`src/tgss_pkg.sv`:
```
// Shared types and constants for the triangle gradient span shader.
package tgss_pkg;

    localparam int CfgIdxWidth = 3;
    localparam int CfgDataWidth = 64;

    typedef enum logic [CfgIdxWidth-1:0] {
        REG_MAP_ROW_U     = 3'd0,
        REG_MAP_ROW_V     = 3'd1,
        REG_BASE_COLOR    = 3'd2,
        REG_DELTA_COLOR_U = 3'd3,
        REG_DELTA_COLOR_V = 3'd4
    } cfg_index_t;

    localparam int UvWidth = 40;
    localparam int ChWidth = 60;
    localparam int Ch16Width = 17;
    localparam logic [ChWidth-1:0] ChOne = ChWidth'(64'd1 << 33);

    typedef enum logic [1:0] {
        BK_IDLE,
        BK_SETUP,
        BK_RUN
    } back_state_t;

endpackage

```
`src/tgss_front.sv`:
```
// Front end: clamps the span count to MAX_SPAN and queues nonzero requests for the back end.
module tgss_front
    import tgss_pkg::*;
#(
    parameter int MAX_SPAN = 64,
    parameter int COORD_WIDTH = 12,
    parameter int CNT_WIDTH = 7
)
(
    input  logic                   clk,
    input  logic                   rst_n,
    input  logic                   in_valid,
    output logic                   in_ready,
    input  logic [COORD_WIDTH-1:0] start_x,
    input  logic [COORD_WIDTH-1:0] row_y,
    input  logic [6:0]             span_count,
    output logic                   q_valid,
    input  logic                   q_ready,
    output logic [COORD_WIDTH-1:0] q_x,
    output logic [COORD_WIDTH-1:0] q_y,
    output logic [CNT_WIDTH-1:0]   q_n
);

    localparam int QW = 2 * COORD_WIDTH + CNT_WIDTH;

    logic [QW-1:0] mem_reg [2];
    logic [1:0]    wp_reg, rp_reg;
    logic [CNT_WIDTH-1:0] n_sat;
    logic push, pop;

    always_comb
    begin
        if (32'(span_count) > 32'(MAX_SPAN))
            n_sat = CNT_WIDTH'(MAX_SPAN);
        else
            n_sat = CNT_WIDTH'(span_count);
    end

    assign in_ready = (wp_reg - rp_reg) != 2'd2;
    assign q_valid = wp_reg != rp_reg;
    assign push = in_valid && in_ready && (span_count != 7'd0);
    assign pop = q_valid && q_ready;
    assign {q_x, q_y, q_n} = mem_reg[rp_reg[0]];

    always_ff @(posedge clk)
    begin
        if (push)
            mem_reg[wp_reg[0]] <= {start_x, row_y, n_sat};
    end

    always_ff @(posedge clk or negedge rst_n)
    begin
        if (!rst_n)
        begin
            wp_reg <= '0;
            rp_reg <= '0;
        end
        else
        begin
            if (push)
                wp_reg <= wp_reg + 2'd1;
            if (pop)
                rp_reg <= rp_reg + 2'd1;
        end
    end

endmodule

```
`config.mk`:
```
export PLATFORM = sky130hd
export DESIGN_NAME = tgss_front
export DESIGN_NICKNAME = d
export VERILOG_FILES = /design/src/tgss_pkg.sv /design/src/tgss_front.sv
export SDC_FILE = /design/constraint.sdc
export NUM_CORES = 1
export LEC_CHECK = 0
export ABC_CLOCK_PERIOD_IN_PS = 3240
export BUFFER_PORTS_ARGS = -buffer_cell sky130_fd_sc_hd__buf_2
export CORE_ASPECT_RATIO = 1.5
export CORE_UTILIZATION = 50
export CTS_CLUSTER_DIAMETER = 80
export DETAILED_ROUTE_END_ITERATION = 10
export PLACE_DENSITY = 0.8
export SLEW_MARGIN = 30
export SYNTH_ARGS = -nofsm -noshare
export SYNTH_HDL_FRONTEND = slang
export SYNTH_SLANG_ARGS = --single-unit
```
`constraint.sdc`:
```
create_clock -name clk -period 3.24 [get_ports clk]
set_clock_uncertainty 0.15 [all_clocks]
set_input_delay 0.486 -clock clk [delete_from_list [all_inputs] [get_ports clk]]
set_output_delay 0.486 -clock clk [all_outputs]
set_load 0.05 [all_outputs]
```
==> results.toml <==
[worst_setup_path]
endpoint_kind = "output port"
worst_path_max_delay_cell = "buf_4"
crit_chain = "buf_4, mux2_2, buf_2"
worst_ep_required_time_ns = 2.60
critPathKind = "register to output port"
slowest_delay_ns = 0.40
cp_max_fo = 33
cp_data_arrival_time_ns = 1.73
reg2reg_setup_slack_ns = 1.11
startpoint_type = "register"

[sta]
relSlewSlack = 0.404
layout_setup_ws_ns = 0.875
final_hold_viol_count = 0
grt_setup_unrepaired = "no"
fin_crit_sh = 0.730
final.setup.tns_ns = 0
fmax_ghz = 0.423
period_minus_slack_ns = 2.36
setup_viol = 0
tightest_slew_ns = 0.891
drv_slew = 0

[synth]
synth_area_leaders = "edfxtp_1, mux2_2, dfrtp_1, nor2b_1, xnor2_1"
ys_warn_count = 0
synth_edf_count = 62
synthCells = 125
synth_commonest_cells = "edfxtp_1, mux2_2, nor2b_1, dfrtp_1, xnor2_1"
synth_top_area_cell = "edfxtp_1"
syn_area_per_cell_um2 = 19.9
ys_ff_latch = 66
netlist_area_um2 = 2490
async_reset_ff_frac = 0.0606
syn_nets = 160
synth-seq-area-share = 0.788
synth_top_area_frac = 0.748
ys.flop_type = "edfxtp_1"
synth_most_common_cell = "edfxtp_1"
ys_types = 19

[detailed_routing]
routedWlPerCell_um = 15.2
routed_wirelength_mm = 4.12
viasPerCell = 4.93
drc = 0
first_pass_iters = 4
ant_nets = 0
vias = 1340
drt_iter0_drc = 49

[finish]
antenna_cells_inserted = 0
largest_reg_flops = 62
multi_input_comb_area_um2 = 505
seqCellArea_um2 = 1960
fin_nets = 236
fill_cells = 367
final_cells = 272
synthToLayoutAreaGrowth_pct = 24.2
drive_above_1_share = 0.553

[global_routing]
grt_start_max_net_pins = 34
antenna_found_initial = 0
gr-total-overflow = 0
grt_pass1_vias = 1318
grt_first_pass_wirelength_mm = 6.07
grt_usage = 0.169

[clock_tree]
numCtsBuffers = 9
cts-resized-gates = 0
clkLatencyLatePin_ns = 0.32
cts_sinks = 66
clk_path_buf_depth = 2
root_buffer = "clkbuf_8"
clk_pin_slew_ns = 0.06
postCtsSetupBuffers = 0
h-tree-depth = 3
cts_tree = "built"

[die]
core_um2 = 4810
fp.dieH_um = 88.4
start_util = 0.518
die_w_um = 59.6
io_pins = 68
row_count = 31
dieArea_um2 = 5270

[placed_design]
dp_slack_ns = 0.974
portBuffers = 67
dp_hpwl_mm = 2.82
place_congestion = 0.697
dp.cells = 255

[flow_run]
cap_violations = 0

[outcome]
status = "complete, no violations"

[min_path]
hp-class = "input pin to register"
## worst max-delay path: cells and delay by family, from the launching register on
kind	cells	cell delay (ns)
buf+inv	2	0.61
flops	1	0.39
mux	1	0.40
## area by class of cell
type                            count  area share
Tap cell                           66      0.0267
Timing Repair Buffer               70       0.117
Sequential cell                    66       0.635
Inverter                            1     0.00121
Clock buffer                       12      0.0437
Clock inverter                      4      0.0138
Multi-Input combinational cell     53       0.163
## layout by cell type (no fill, tap or decap)
| cell | count |
|---|---|
| xnor2_1 | 4 |
| inv_1 | 1 |
| edfxtp_1 | 62 |
| nor2b_1 | 6 |
| nor4_1 | 1 |
| nor2_4 | 1 |
| clkbuf_8 | 9 |
| mux2_2 | 31 |
| nand2b_1 | 1 |
| nand2_2 | 1 |
| xor2_1 | 1 |
| dfrtp_1 | 4 |
| clkinv_1 | 2 |
| buf_4 | 2 |
| bufinv_16 | 1 |
| dlygate4sd3_1 | 1 |
| xnor2_2 | 1 |
| nand2_1 | 2 |
| nor3_1 | 1 |
| clkbuf_1 | 3 |
| clkinv_2 | 1 |
| nand4_1 | 1 |
| buf_2 | 67 |
| nand3_1 | 2 |
## cells by family (layout without fill, tap and decap cells)
group	after synthesis	in the layout	synth area share
flops	66	66	0.788
mux	31	31	0.140
simple gates	16	16	0.0357
xor+xnor	6	6	0.0241
buf+inv	6	87	0.0121
## metrics by stage
stage | hold WS, ns | util | instance area [um2]
5_1_grt | 0.191 | 0.643 | 3090
2_1_floorplan | 0.0404 | - | 2490
6_report | 0.205 | 0.643 | 3090
3_5_place_dp | 0.145 | 0.604 | 2900
3_3_place_gp | 0.143 | 0.604 | 2900
4_1_cts | 0.188 | 0.643 | 3090
## what timing repair did
item,in CTS,in global routing
endpoints found under the hold margin,4,0
setup endpoints to repair,0,0
hold buffers,1,0
## path summary, 6_finish.rpt
kind / startpoint / cells past startpoint / to
max in group asynchronous: rst_n / 2 / rp_reg[1]$_DFFE_PN0P_
max: rp_reg[0]$_DFFE_PN0P_ / 3 / q_n[1]
min: row_y[8] / 1 / mem_reg[1][15]$_DFFE_PP_
max reg2reg: wp_reg[0]$_DFFE_PN0P_ / 4 / mem_reg[0][15]$_DFFE_PP_
min reg2reg: wp_reg[1]$_DFFE_PN0P_ / 1 / wp_reg[1]$_DFFE_PN0P_
min in group asynchronous: rst_n / 2 / wp_reg[1]$_DFFE_PN0P_
## routing by layer
layer	vias to the layer above	wire length, um	part of all wire	track usage
met3	5	210	0.051	0.0497
met4	0	65	0.016	0.0951
li1	630	-	-	-
met2	48	2280	0.55	0.288
met1	657	1570	0.38	0.185
met5	-	0	0	0
Power is left out: the tool's default activity adds up to more than one toggle a clock period on the data nets, which glitch-free logic cannot reach.
